[src/lpcd_pkg.sv]
`timescale 1ns / 1ps
// ----------------------------------------------------------------------------
// lpcd_pkg
// Types, codes and the byte-wide CRC-16 update of the deframer.
// ----------------------------------------------------------------------------
package lpcd_pkg;

  localparam logic [15:0] CRC_POLY      = 16'hA001;
  localparam logic [15:0] CRC_INIT      = 16'hFFFF;
  localparam logic [7:0]  MAX_LEN_RESET = 8'd253;
  localparam logic [7:0]  MIN_LEN_EXCL  = 8'd2;
  localparam logic [7:0]  CRC_BYTES     = 8'd2;

  typedef enum logic [1:0] {
    KIND_PAYLOAD = 2'd0,
    KIND_OK      = 2'd1,
    KIND_CRC_ERR = 2'd2,
    KIND_BAD_LEN = 2'd3
  } result_kind_t;

  typedef struct packed {
    logic [7:0] rx_byte;
    logic       abort_frame;
  } in_item_t;

  typedef struct packed {
    result_kind_t result_kind;
    logic [7:0]   payload_byte;
    logic [7:0]   payload_count;
  } result_t;

  // Reflected CRC-16 (Modbus), one byte, LSB first
  function automatic logic [15:0] crc_byte(input logic [15:0] crc, input logic [7:0] b);
    logic [15:0] c;
    c = crc ^ {8'h00, b};
    for (int n = 0; n < 8; n++) begin
      if (c[0]) begin
        c = (c >> 1) ^ CRC_POLY;
      end else begin
        c = c >> 1;
      end
    end
    return c;
  endfunction

endpackage

[src/length_prefixed_crc16_deframer.sv]
`timescale 1ns / 1ps
// ----------------------------------------------------------------------------
// length_prefixed_crc16_deframer
// Splits length-prefixed frames and checks their Modbus CRC-16.
// ----------------------------------------------------------------------------
// Usage:
//   s_axis carries one received byte per transaction in tdata; tuser[0]
//   set drops any frame in progress and the byte is ignored.
//   The first byte of a frame is its total length L (3..max length); the
//   CRC-16 over all L bytes must end at zero. Bytes 1..L-3 come out as
//   payload results; the last byte gives an ok or crc-error verdict with
//   the payload count. A bad length byte gives a bad-length result.
//   m_axis tuser holds the result kind, tdata the payload byte and count.
//   cfg writes the maximum length; write it only while the block is idle.
// Timing:
//   One byte per cycle sustained while m_axis takes results. A result
//   passes through the input register, then the result register, before
//   it is valid on m_axis; the CRC byte update sits between the two.
//   Reset clears both registers, returns to idle and sets max length 253.
//   When m_axis stalls, the result register holds, the input register
//   keeps its byte (or takes one more if empty) and s_axis_tready stays
//   low until the waiting result is taken.
// ----------------------------------------------------------------------------
module length_prefixed_crc16_deframer
  import lpcd_pkg::*;
(
  input  logic        clk,
  input  logic        rst,
  input  logic        s_axis_tvalid,
  output logic        s_axis_tready,
  input  logic [7:0]  s_axis_tdata,   // [7:0] rx_byte
  input  logic [0:0]  s_axis_tuser,   // [0] abort_frame
  output logic        m_axis_tvalid,
  input  logic        m_axis_tready,
  output logic [15:0] m_axis_tdata,   // [7:0] payload_byte, [15:8] payload_count
  output logic [1:0]  m_axis_tuser,   // [1:0] result_kind
  input  logic        cfg_valid,
  output logic        cfg_ready,
  input  logic [7:0]  cfg_data        // [7:0] max_frame_length
);

  logic       max_len;
  logic [7:0] max_frame_length;
  logic       item_valid;
  logic       take;
  in_item_t   item;
  result_t    result;

  assign cfg_ready = 1'b1;
  assign max_len   = cfg_valid && cfg_ready;

  always_ff @(posedge clk) begin
    if (rst) begin
      max_frame_length <= MAX_LEN_RESET;
    end else if (max_len) begin
      max_frame_length <= cfg_data;
    end
  end

  lpcd_in_reg u_in_reg (
    .clk           (clk),
    .rst           (rst),
    .s_axis_tvalid (s_axis_tvalid),
    .s_axis_tready (s_axis_tready),
    .s_axis_tdata  (s_axis_tdata),
    .s_axis_tuser  (s_axis_tuser),
    .take          (take),
    .item_valid    (item_valid),
    .item          (item)
  );

  lpcd_frame_ctl u_frame_ctl (
    .clk        (clk),
    .rst        (rst),
    .item_valid (item_valid),
    .item       (item),
    .max_len    (max_frame_length),
    .take       (take),
    .out_valid  (m_axis_tvalid),
    .out_ready  (m_axis_tready),
    .result     (result)
  );

  assign m_axis_tdata = {result.payload_count, result.payload_byte};
  assign m_axis_tuser = result.result_kind;

endmodule

[src/lpcd_in_reg.sv]
`timescale 1ns / 1ps
// ----------------------------------------------------------------------------
// lpcd_in_reg
// Input register: holds one received byte until the frame logic takes it.
// ----------------------------------------------------------------------------
module lpcd_in_reg
  import lpcd_pkg::*;
(
  input  logic       clk,
  input  logic       rst,
  input  logic       s_axis_tvalid,
  output logic       s_axis_tready,
  input  logic [7:0] s_axis_tdata,   // [7:0] rx_byte
  input  logic [0:0] s_axis_tuser,   // [0] abort_frame
  input  logic       take,
  output logic       item_valid,
  output in_item_t   item
);

  assign s_axis_tready = !item_valid || take;

  always_ff @(posedge clk) begin
    if (rst) begin
      item_valid <= 1'b0;
    end else if (s_axis_tready) begin
      item_valid <= s_axis_tvalid;
    end
  end

  always_ff @(posedge clk) begin
    if (s_axis_tvalid && s_axis_tready) begin
      item.rx_byte     <= s_axis_tdata;
      item.abort_frame <= s_axis_tuser[0];
    end
  end

endmodule

[src/lpcd_frame_ctl.sv]
`timescale 1ns / 1ps
// ----------------------------------------------------------------------------
// lpcd_frame_ctl
// Frame tracking, CRC update and the result register.
// ----------------------------------------------------------------------------
module lpcd_frame_ctl
  import lpcd_pkg::*;
(
  input  logic       clk,
  input  logic       rst,
  input  logic       item_valid,
  input  in_item_t   item,
  input  logic [7:0] max_len,
  output logic       take,
  output logic       out_valid,
  input  logic       out_ready,
  output result_t    result
);

  logic        in_frame, in_frame_next;
  logic [7:0]  frame_len, frame_len_next;
  logic [7:0]  byte_pos, byte_pos_next;
  logic [15:0] crc, crc_next;
  logic [15:0] crc_upd;
  logic        emit;
  result_t     res_next;

  assign take    = item_valid && (!out_valid || out_ready);
  // crc holds the initial value while idle, so one update serves both cases
  assign crc_upd = crc_byte(crc, item.rx_byte);

  always_comb begin
    in_frame_next  = in_frame;
    frame_len_next = frame_len;
    byte_pos_next  = byte_pos;
    crc_next       = crc;
    emit           = 1'b0;
    res_next       = '{result_kind: KIND_PAYLOAD, payload_byte: 8'h00, payload_count: 8'h00};

    if (item.abort_frame) begin
      in_frame_next  = 1'b0;
      frame_len_next = 8'h00;
      byte_pos_next  = 8'h00;
      crc_next       = CRC_INIT;
    end else if (!in_frame) begin
      if (item.rx_byte <= MIN_LEN_EXCL || item.rx_byte > max_len) begin
        emit                 = 1'b1;
        res_next.result_kind = KIND_BAD_LEN;
      end else begin
        in_frame_next  = 1'b1;
        frame_len_next = item.rx_byte;
        byte_pos_next  = 8'd1;
        crc_next       = crc_upd;
      end
    end else if ({1'b0, byte_pos} + 9'd3 <= {1'b0, frame_len}) begin
      crc_next              = crc_upd;
      byte_pos_next         = byte_pos + 8'd1;
      emit                  = 1'b1;
      res_next.payload_byte = item.rx_byte;
    end else if (byte_pos + CRC_BYTES == frame_len) begin
      // first CRC byte: folded in, nothing to report
      crc_next      = crc_upd;
      byte_pos_next = byte_pos + 8'd1;
    end else begin
      emit                   = 1'b1;
      res_next.result_kind   = (crc_upd == 16'h0000) ? KIND_OK : KIND_CRC_ERR;
      res_next.payload_count = frame_len - 8'd3;
      in_frame_next          = 1'b0;
      frame_len_next         = 8'h00;
      byte_pos_next          = 8'h00;
      crc_next               = CRC_INIT;
    end
  end

  always_ff @(posedge clk) begin
    if (rst) begin
      in_frame  <= 1'b0;
      frame_len <= 8'h00;
      byte_pos  <= 8'h00;
      crc       <= CRC_INIT;
      out_valid <= 1'b0;
    end else begin
      if (take) begin
        in_frame  <= in_frame_next;
        frame_len <= frame_len_next;
        byte_pos  <= byte_pos_next;
        crc       <= crc_next;
      end
      if (take && emit) begin
        out_valid <= 1'b1;
      end else if (out_ready) begin
        out_valid <= 1'b0;
      end
    end
  end

  always_ff @(posedge clk) begin
    if (take && emit) begin
      result <= res_next;
    end
  end

endmodule

[config.mk]
export PLATFORM = sky130hd
export DESIGN_NAME = length_prefixed_crc16_deframer
export DESIGN_NICKNAME = d
export VERILOG_FILES = /design/src/lpcd_pkg.sv /design/src/length_prefixed_crc16_deframer.sv /design/src/lpcd_in_reg.sv /design/src/lpcd_frame_ctl.sv
export SDC_FILE = /design/constraint.sdc
export NUM_CORES = 1
export LEC_CHECK = 0
export ABC_AREA = 1
export BUFFER_PORTS_ARGS = -buffer_cell sky130_fd_sc_hd__buf_2
export CAP_MARGIN = 20
export CORE_UTILIZATION = 60
export DETAILED_ROUTE_END_ITERATION = 10
export PLACE_DENSITY = 0.81
export SLEW_MARGIN = 20
export SYNTH_ARGS = -nofsm -noshare
export SYNTH_HDL_FRONTEND = slang
export SYNTH_SLANG_ARGS = --single-unit
[constraint.sdc]
create_clock -name clk -period 3.6 [get_ports clk]
set_input_delay 0.9 -clock clk [delete_from_list [all_inputs] [get_ports clk]]
set_output_delay 0.9 -clock clk [all_outputs]
set_load 0.1 [all_outputs]
==> results.md, run 1 <==
* Initial DRC Count at 300
* CP endpoint: u_frame_ctl.result[17]$_SDFFCE_PP0P_
* Mapped Cells at 591
* Crit. Startpoint: u_frame_ctl.byte_pos[3]$_SDFFE_PP0P_
* Post-synthesis compound-gate area fraction at 0.06996
* Number of diodes at 0
* DRC errors left at 0
* Non-filler instance count after layout at 735
* Critical Path AT at 3170 ps
* Synth Warn # at 0
* Slew margin rel. at 0.5119
* Synthesized area per cell at 7.535 um2
* Clk sinks at 70
* Synth Area in Simple Gates at 0.3422
* Pwr Density at 382.3 nW/um2
* Core area at 7214 um2
* First-pass GRT wire length at 16.95 mm
* Sequential area share after synthesis at 0.3754
* Final setup fails at 0
* Synth top area share at 0.1933
* HP Class: reg2reg
* Fin Setup TNS at 0 ps
* Ranking of synthesized cells by area: dfxtp_1 19%, edfxtp_1 18%, nand2_1 13%
* Net Count, Synth at 635
* Fin. Hold Viols at 0
* Vias at 3869
* Placed Cells at 719
* Startpoint types: register
* Crit path required time at 3580 ps
* R2R Setup Slk at 410 ps
* Clock Pin Slew Worst Setup and Hold Paths at 80 ps
* Vias per inst at 5.264
* Number of global-route vias before repair at 3699
* Type of the worst setup path: reg2reg
* Tmin final at 3192 ps
* Initial antenna violation count at 0
* Num CTS Buffers at 9
* Yosys reg bits at 70
* Detail Placement HPWL at 7.490 mm
* Max_cap viols at 0
* Reg-to-Reg End: u_frame_ctl.result[17]$_SDFFCE_PP0P_
* I/O Buffers at 41
* Setup Buffers After CTS at 0
* Root buffer cell: clkbuf_8
* Per-cell routed wire length at 13.53 um
* GRT Overall Usage at 0.2896
* H-tree levels at 3
* Post-synthesis mux area share at 0
* Share of cells above drive strength 1 at 0.1855
* WL final at 9.945 mm
* Die height at 88.15 um
* Xor and xnor fraction of the mapped netlist area at 0.05676
* Clock Tree Buf Depth at 2
* Post-synth cell types at 39
* Post-CTS Hold Fix Bufs at 0
* Top Ports at 43
* Cts repair resizes at 0
* Pleak at 2.420 nW
* Worst slew pin tran at 731.4 ps
* Die ar. at 7770 um2
* Most frequent cells in the layout: 154 x nand2_1, 72 x inv_1, 59 x nor2_1, 44 x nand3_1, 43 x dfxtp_1
* Critical Path Fanout Max at 18
* Synth Area in Adders at 0.06182
* Largest family of logic cells by synthesized area: simple AND/OR/NAND/NOR gates
* Fmax at 313.3 MHz
* Clock Skew at 14.29 ps
* Drt pass-1 iters at 5
* Skew-Pair Late Insertion Delay at 350 ps
* Largest net degree at the start of global routing at 45
* Die W at 88.15 um
* Status: complete, no violations
* Layout Area Growth over Synthesis at 10.34%
* CTS tree: built
* Worst r2r src: u_frame_ctl.byte_pos[3]$_SDFFE_PP0P_
* Worst r2r path cells at 15
* RSZ-0062 raised after global routing: no
* Placer Congestion at 0.9496
* Setup crit end kind: register
* Post-synth top area cell: dfxtp_1
* Final net count at 675
* Most common cell after layout, fill and taps aside: nand2_1
* Initial core utilization at 0.6172
* Total grt overflow at 0
* Synthesized area at 4453 um2
* Crit share post-route at 0.8866
* Rows at 31
* Post-route ant nets at 0
* Slew Viols, Final at 0
* VDD IR-drop max at 266.0 uV
==> layout make-up <==
type                            instances  area (um2)
Fill cell                             600        2301
Tap cell                               99       123.9
Clock buffer                           11       131.4
Timing Repair Buffer                   47       262.8
Clock inverter                          5       60.06
Sequential cell                        70        1672
Inverter                               79       296.5
Multi-Input combinational cell        424        2367
==> layer usage <==
layer,global-route usage,wire length [um]
met2,0.5039,4975
met5,0,0
met3,0.05561,442
met1,0.3483,4260
met4,0.1276,267
==> synth_stat cells, drive strengths merged <==
library cell / instances
o21ai: 29
clkbuf: 5
nand3: 53
o21a: 1
edfxtp: 27
inv: 78
clkinv: 1
conb: 1
nor3: 3
buf: 13
nand2: 178
dfxtp: 43
nand4: 8
a21boi: 1
a21oi: 25
o21bai: 1
nor4: 2
nor2: 71
a21o: 1
xor2: 17
ha: 22
xnor2: 11
==> worst min path at each step <==
stage	depth (start not counted)	slack, ps	endpoint	from
after global routing	2	510	max_frame_length[0]$_SDFFE_PP1P_	max_frame_length[0]$_SDFFE_PP1P_
after CTS	2	480	max_frame_length[1]$_SDFFE_PP0P_	max_frame_length[1]$_SDFFE_PP0P_
after detailed placement	2	470	max_frame_length[3]$_SDFFE_PP1P_	max_frame_length[3]$_SDFFE_PP1P_
after floorplan	2	440	max_frame_length[0]$_SDFFE_PP1P_	max_frame_length[0]$_SDFFE_PP1P_
after global placement	2	450	max_frame_length[0]$_SDFFE_PP1P_	max_frame_length[0]$_SDFFE_PP1P_
final	2	480	max_frame_length[1]$_SDFFE_PP0P_	max_frame_length[1]$_SDFFE_PP0P_
==> critical path, stage by stage (launching register included) <==
cell,delay [ps]
dfxtp_1,560
nand2_4,130
nor2_4,150
inv_1,70
nor2_1,130
xor2_1,150
inv_1,60
ha_1,280
a21o_1,170
nand3_2,70
nand2_2,60
nor2_4,130
nand2_4,90
nand4_1,110
nand3_1,90
inv_1,550
==> report_power, final <==
| part | total [mW] | switching [mW] | internal [mW] |
|---|---|---|---|
| clock network | 0.627 | 0.305 | 0.322 |
| logic | 0.367 | 0.240 | 0.127 |
| registers | 0.885 | 0.0325 | 0.852 |
==> per-stage QoR <==
step | power (mW) | instance area (um2) | setup WS [ps] | utilization | hold WS (ps)
finish | 1.879 | 4913 | 408.3 | 0.6811 | 484.2
global route | 1.976 | 4913 | 175.5 | 0.6811 | 505.4
CTS | 1.884 | 4913 | 409.8 | 0.6811 | 483.5
detailed placement | 1.266 | 4722 | 427.3 | 0.6545 | 467.6
global placement | 1.254 | 4722 | 549.1 | 0.6545 | 447.9
floorplan | 1.184 | 4453 | 753.0 | - | 435.4
==> cell families (layout without fill, tap and decap cells) <==
logic type	after synthesis	after routing
AO/OA/AOI/OAI	58	58
flip-flops	70	70
buffers and inverters	97	142
AND/OR/NAND/NOR	315	315
XOR/XNOR	28	28
other	1	1
adder cells (fa/ha/maj)	22	22
==> state kept, by name, summed over array words and instances (netlist names) <==
signal	flops
max_frame_length	8
u_frame_ctl.byte_pos	8
u_frame_ctl.crc	16
u_frame_ctl.frame_len	8
u_frame_ctl.in_frame	1
u_frame_ctl.out_valid	1
u_frame_ctl.result	18
u_in_reg.item	9
u_in_reg.item_valid	1
Power figures use the tool's default switching activity.
==> inputs of run 2 (changes only) <==
CAP_MARGIN = default   (was 20)
MAX_ROUTING_LAYER = met4   (was default)
==> results.md, run 2 (synthesis results as in run 1) <==
* Routed wl met3 at 555 um (+26%)
* Largest net degree at the start of global routing at 45 (unchanged)
* Share of cells above drive strength 1 at 0.1845 (-0.0009920)
* Biggest register: u_frame_ctl.result
* Final net count at 673 (-0.30%)
* HP Class: reg2reg
* Per-cell routed wire length at 13.84 um (+2.3%)
* Top Ports at 43 (unchanged)
* Fin Setup TNS at 0 ps (unchanged)
* Most frequent cells in the layout: 154 x nand2_1, 72 x inv_1, 59 x nor2_1, 44 x nand3_1, 43 x dfxtp_1
* Rows at 31 (unchanged)
* H-tree levels at 3 (unchanged)
* Final setup margin at 359.7 ps (-48.61 ps)
* Placer Congestion at 0.9701 (+2.2%)
* Sw Share at 0.3021 (-0.005085)
* Post-CTS Hold Fix Bufs at 0 (unchanged)
* Skew-Pair Late Insertion Delay at 350 ps (about the same)
* Setup Buffers After CTS at 0 (unchanged)
* CTS tree: built
* Routed length on met1 at 4.205 mm (-1.3%)
* Type of the worst setup path: reg2reg
* Placement Setup Slack at 403.5 ps (-23.76 ps)
* Crit share post-route at 0.9001 (+0.01350)
* Final setup fails at 0 (unchanged)
* Vias per inst at 5.338 (+1.4%)
* GRT Overall Usage at 0.2938 (+0.004206)
* RSZ-0062 raised after global routing: no
* I/O Buffers at 41 (unchanged)
* Startpoint types: register
* Most common cell after layout, fill and taps aside: nand2_1
* First-pass GRT wire length at 16.68 mm (-1.6%)
* Flop pwr share at 0.450 (-0.021)
* NetSw at 0.5950 mW (+3.1%)
* Initial DRC Count at 277 (-7.7%)
* Layout Area Growth over Synthesis at 10.68%
* Num CTS Buffers at 9 (unchanged)
* Core area at 7214 um2 (unchanged)
* R2R Setup Slk at 360 ps (-50 ps)
* Clock Tree Buf Depth at 2 (unchanged)
* Vias at 3913 (+1.1%)
* Die ar. at 7770 um2 (unchanged)
* DR WL met2 at 5.049 mm (+1.5%)
* Setup crit end kind: register
* Pwr Density at 399.6 nW/um2 (+4.5%)
* Post-route ant nets at 0 (unchanged)
* Clock power share at 0.365 (+0.031)
* Clk sinks at 70 (unchanged)
* Slew Viols, Final at 0 (unchanged)
* Regs by FF count: u_frame_ctl.result: 18 flops, u_frame_ctl.crc: 16 flops, u_in_reg.item: 9 flops
* Fmax at 308.6 MHz (-1.5%)
* Clock Pin Slew Worst Setup and Hold Paths at 90 ps (about the same)
* WL final at 10.15 mm (+2.0%)
* Critical Path Fanout Max at 18 (unchanged)
* Critical Path AT at 3220 ps (+50 ps)
* Initial core utilization at 0.6172 (unchanged)
* Pleak at 2.423 nW (+0.14%)
* Slew margin rel. at 0.4963 (-0.01559)
* Fin. Hold Viols at 0 (unchanged)
* Internal power at 1.374 mW (+5.6%)
* Number of global-route vias before repair at 3737 (+1.0%)
* Crit path required time at 3580 ps (about the same)
* Root buffer cell: clkbuf_8
* Detail Placement HPWL at 7.615 mm (+1.7%)
* Die height at 88.15 um (unchanged)
* Total grt overflow at 0 (unchanged)
* Cts repair resizes at 0 (unchanged)
* Top Layer Used: met4
* Worst slew pin tran at 754.7 ps (+23.36 ps)
* Tmin final at 3240 ps (+48.61 ps)
* Initial antenna violation count at 0 (unchanged)
* Logic pwr share at 0.185 (-0.010)
* Max_cap viols at 0 (unchanged)
* Number of diodes at 0 (unchanged)
* Die W at 88.15 um (unchanged)
* VDD IR-drop max at 257.6 uV (-3.1%)
* Drt pass-1 iters at 5 (unchanged)
* Clock Skew at 14.85 ps (+0.5569 ps)
* Status: complete, no violations
* Max reg flops at 18 (unchanged)
* DRC errors left at 0 (unchanged)
run 2: cell count changes in the layout (fill, tap and decap cells not counted):
cell / previous run / this run
buf_4: 5 / 3
inv_6: 0 / 2
bufinv_16: 1 / 2
clkbuf_1: 2 / 1
clkinv_2: 1 / 0
clkinv_4: 2 / 1
run 2: area by class of cell:
class                           instances  area (um2)
Clock buffer                           10       127.6
Clock inverter                          6       93.84
Fill cell                             600        2286
Inverter                               79       296.5
Multi-Input combinational cell        424        2367
Sequential cell                        70        1672
Tap cell                               99       123.9
Timing Repair Buffer                   45       247.7
run 2: worst max-delay path, cell delays in order (launching register included):
cell and delay (ps):
dfxtp_1 570, nand2_4 140, nor2_4 150, inv_1 60, nor2_1 130, xor2_1 160
inv_1 60, ha_1 290, a21o_1 170, nand3_2 70, nand2_2 60, nor2_4 120
nand2_4 90, nand4_1 100, nand3_1 100, inv_1 570
run 2: path summary, 6_finish.rpt:
path | from | end | depth (start not counted)
max | u_frame_ctl.byte_pos[3]$_SDFFE_PP0P_ | u_frame_ctl.result[6]$_SDFFCE_PP0P_ | 15
min | max_frame_length[3]$_SDFFE_PP1P_ | max_frame_length[3]$_SDFFE_PP1P_ | 2
max reg2reg | u_frame_ctl.byte_pos[3]$_SDFFE_PP0P_ | u_frame_ctl.result[6]$_SDFFCE_PP0P_ | 15
min reg2reg | max_frame_length[3]$_SDFFE_PP1P_ | max_frame_length[3]$_SDFFE_PP1P_ | 2
run 2: power groups by stage:
stage	combinational (mW)	clock, mW	sequential [mW]
2_1_floorplan	0.285	0	0.899
3_3_place_gp	0.348	0	0.904
3_5_place_dp	0.359	0	0.904
4_1_cts	0.362	0.725	0.886
5_1_grt	0.410	0.759	0.890
6_report	0.365	0.718	0.887
run 2: per-stage QoR:
step / util / hold slack [ps] / power [mW] / instance area, um2 / instances
after floorplan: - / 435.4 / 1.184 / 4453 / 591
after detailed placement: 0.6524 / 461.0 / 1.263 / 4707 / 717
after global placement: 0.6524 / 448.0 / 1.252 / 4707 / 717
final: 0.6831 / 475.6 / 1.969 / 4928 / 733
after CTS: 0.6831 / 479.5 / 1.974 / 4928 / 733
after global routing: 0.6831 / 503.3 / 2.060 / 4928 / 733
run 2: per-layer routing:
layer	vias to the layer above	GRT usage
met2	125	0.5046
met1	1807	0.3286
met3	27	0.05278
li1	1954	-
met5	-	-
met4	0	0.1437
==> inputs of run 3 (changes only) <==
CORE_MARGIN = 4   (was default)
REMOVE_ABC_BUFFERS = 1   (was default)
==> results.md, run 3 (synthesis results as in run 1) <==
* Status: complete, no violations
* Die W at 94.15 um (+6.8%)
* Placed cell area at 4710 um2 (about the same)
* Total grt overflow at 0 (unchanged)
* Share of cells above drive strength 1 at 0.1887 (+0.004137)
* Setup crit end kind: register
* Placer Congestion at 0.9683 (-0.19%)
* RSZ-0062 raised after global routing: no
* Pwr Density at 400.9 nW/um2 (+0.33%)
* Initial antenna violation count at 0 (unchanged)
* Placement Setup Slack at 425.9 ps (+22.32 ps)
* Die height at 94.15 um (+6.8%)
* CTS tree: built
* Initial core utilization at 0.6172 (unchanged)
* Hold path depth at 2 (unchanged)
* Flop pwr share at 0.448 (-0.002)
* Final setup fails at 0 (unchanged)
* Max reg flops at 18 (unchanged)
* Per-cell routed wire length at 13.95 um (+0.75%)
* Final net count at 675 (+0.30%)
* Worst r2r path cells at 15 (unchanged)
* Fillcell total at 584 (-2.7%)
* Crit path required time at 3590 ps (about the same)
* CP bufs+invs at 4 (+1)
* CP max stage delay at 560 ps (about the same)
* Clock Skew at 16.28 ps (+1.431 ps)
* Clk sinks at 70 (unchanged)
* Startpoint types: register
* Vias per inst at 5.189 (-2.8%)
* Worst hold margin at 475.8 ps (+0.1760 ps)
* Fmax at 315.0 MHz (+2.1%)
* First-pass GRT wire length at 17.00 mm (+1.9%)
* Drt pass-1 iters at 5 (unchanged)
* Finished Core Util at 0.6844 (+0.001214)
* Pleak at 2.437 nW (+0.59%)
* Root buffer cell: clkbuf_8
* Slowest-stage cell, CP: inv_1
* Sw Share at 0.3045 (+0.002391)
* GRT Overall Usage at 0.2568 (-0.03701)
* Biggest register: u_frame_ctl.result
* Layout Area Growth over Synthesis at 10.87%
* Logic pwr share at 0.184 (about the same)
* Detail Placement HPWL at 7.600 mm (-0.21%)
* Cts repair resizes at 0 (unchanged)
* Slew margin rel. at 0.5036 (+0.007262)
* Critical Path Fanout Max at 18 (unchanged)
* HP Start: max_frame_length[2]$_SDFFE_PP1P_
* Final instance area at 4937 um2 (+0.18%)
* Clock Pin Slew Worst Setup and Hold Paths at 80 ps (about the same)
* Largest net degree at the start of global routing at 26 (-42%)
* Skew-Pair Late Insertion Delay at 360 ps (about the same)
* Tmin final at 3174 ps (-65.94 ps)
* Die ar. at 8864 um2 (+14%)
* Worst-path cell chain: ha_1 > inv_2 > nand2_1 > nand2_1 > xor2_1 > inv_1 > ha_1 > nand2_1 > inv_1 > nand3_1 > nor2_1 > nand2_2 > nand4_1 > nand3_1 > inv_1
* Post-route ant nets at 0 (unchanged)
* Post-CTS Hold Fix Bufs at 0 (unchanged)
* I/O Buffers at 41 (unchanged)
* Max_cap viols at 0 (unchanged)
* Core area at 7214 um2 (unchanged)
* Top delay family on crit path: simple AND/OR/NAND/NOR gates
* Critical Path AT at 3160 ps (-60 ps)
* Rows at 31 (unchanged)
* Number of global-route vias before repair at 3644 (-2.5%)
* Fin. Hold Viols at 0 (unchanged)
* Number of diodes at 0 (unchanged)
* NetSw at 0.6028 mW (+1.3%)
* Fin Setup TNS at 0 ps (unchanged)
* Clock power share at 0.368 (+0.003)
* Most common cell after layout, fill and taps aside: nand2_1
* Initial DRC Count at 216 (-22%)
* Worst slew pin tran at 743.8 ps (-10.88 ps)
* Final setup margin at 425.7 ps (+65.94 ps)
* R2R Setup Slk at 430 ps (+70 ps)
* Worst Hold End: max_frame_length[2]$_SDFFE_PP1P_
* HP Class: reg2reg
* Reg-to-Reg End: u_frame_ctl.result[3]$_SDFFCE_PP0P_
* Crit share post-route at 0.8818 (-0.01832)
* VDD IR-drop max at 277.7 uV (+7.8%)
* Num CTS Buffers at 9 (unchanged)
* DRC errors left at 0 (unchanged)
* Internal power at 1.377 mW (+0.17%)
* H-tree levels at 3 (unchanged)
* Type of the worst setup path: reg2reg
* Vias at 3814 (-2.5%)
* Worst r2r src: u_frame_ctl.byte_pos[2]$_SDFFE_PP0P_
* Clock Tree Buf Depth at 2 (unchanged)
* Top Ports at 43 (unchanged)
* Slew Viols, Final at 0 (unchanged)
* WL final at 10.25 mm (+1.0%)
* Setup Buffers After CTS at 0 (unchanged)
* Regs by FF count: u_frame_ctl.result: 18 flops, u_frame_ctl.crc: 16 flops, u_in_reg.item: 9 flops
* Most frequent cells in the layout: 154 x nand2_1, 72 x inv_1, 59 x nor2_1, 44 x nand3_1, 43 x dfxtp_1
run 3: cell count changes in the layout (fill, tap and decap cells not counted), sizes merged:
| cell | delta |
|---|---|
| clkbuf | -1 |
| clkinv | +1 |
| buf | +2 |
| clkinvlp | -1 |
| inv | +1 |
run 3: worst max-delay path by stage:
stage / slack [ps] / end / from / depth (start not counted)
after floorplan: 750 / s_axis_tready / u_frame_ctl.out_valid$_SDFFE_PP0P_ / 1
after global placement: 510 / u_frame_ctl.result[3]$_SDFFCE_PP0P_ / u_frame_ctl.byte_pos[1]$_SDFFE_PP0P_ / 14
after detailed placement: 430 / u_frame_ctl.result[6]$_SDFFCE_PP0P_ / u_frame_ctl.byte_pos[1]$_SDFFE_PP0P_ / 14
after CTS: 410 / u_frame_ctl.result[3]$_SDFFCE_PP0P_ / u_frame_ctl.byte_pos[1]$_SDFFE_PP0P_ / 14
after global routing: 140 / u_frame_ctl.result[4]$_SDFFCE_PP0P_ / u_frame_ctl.byte_pos[1]$_SDFFE_PP0P_ / 14
final: 430 / u_frame_ctl.result[3]$_SDFFCE_PP0P_ / u_frame_ctl.byte_pos[2]$_SDFFE_PP0P_ / 15
run 3: cell type report:
cell class	instances	area (um2)	area share
clock buffer	9	123.9	0.02509
clock inverter	7	103.9	0.02103
inverter	79	296.5	0.06006
multi-input combinational	424	2367	0.4795
sequential	70	1672	0.3386
tap	99	123.9	0.02509
timing repair buffer	47	250.2	0.05068
run 3: worst min-delay path, delay by kind of cell, from the launching register on:
kind                   cells  cell delay (ps)
buffers and inverters      1               60
DFF                        1              300
AOI/OAI and AO/OA          1               70
run 3: routing by layer:
layer / track usage / wire, um
met4: 0.1348 / 340
met5: - / 0
met2: 0.4232 / 4986
met1: 0.2984 / 4455
met3: 0.04647 / 469
run 3: metrics by stage:
| step | instances | power, mW |
|---|---|---|
| floorplan | 573 | 1.173 |
| global placement | 719 | 1.255 |
| detailed placement | 719 | 1.262 |
| CTS | 735 | 1.987 |
| global route | 735 | 2.088 |
| finish | 735 | 1.979 |
run 3: power groups by stage:
stage          Clock, mW  Sequential (mW)  Combinational (mW)
2_1_floorplan          0            0.904               0.269
3_3_place_gp           0            0.903               0.352
3_5_place_dp           0            0.903               0.359
4_1_cts            0.738            0.885               0.364
5_1_grt            0.785            0.890               0.413
6_report           0.729            0.886               0.364
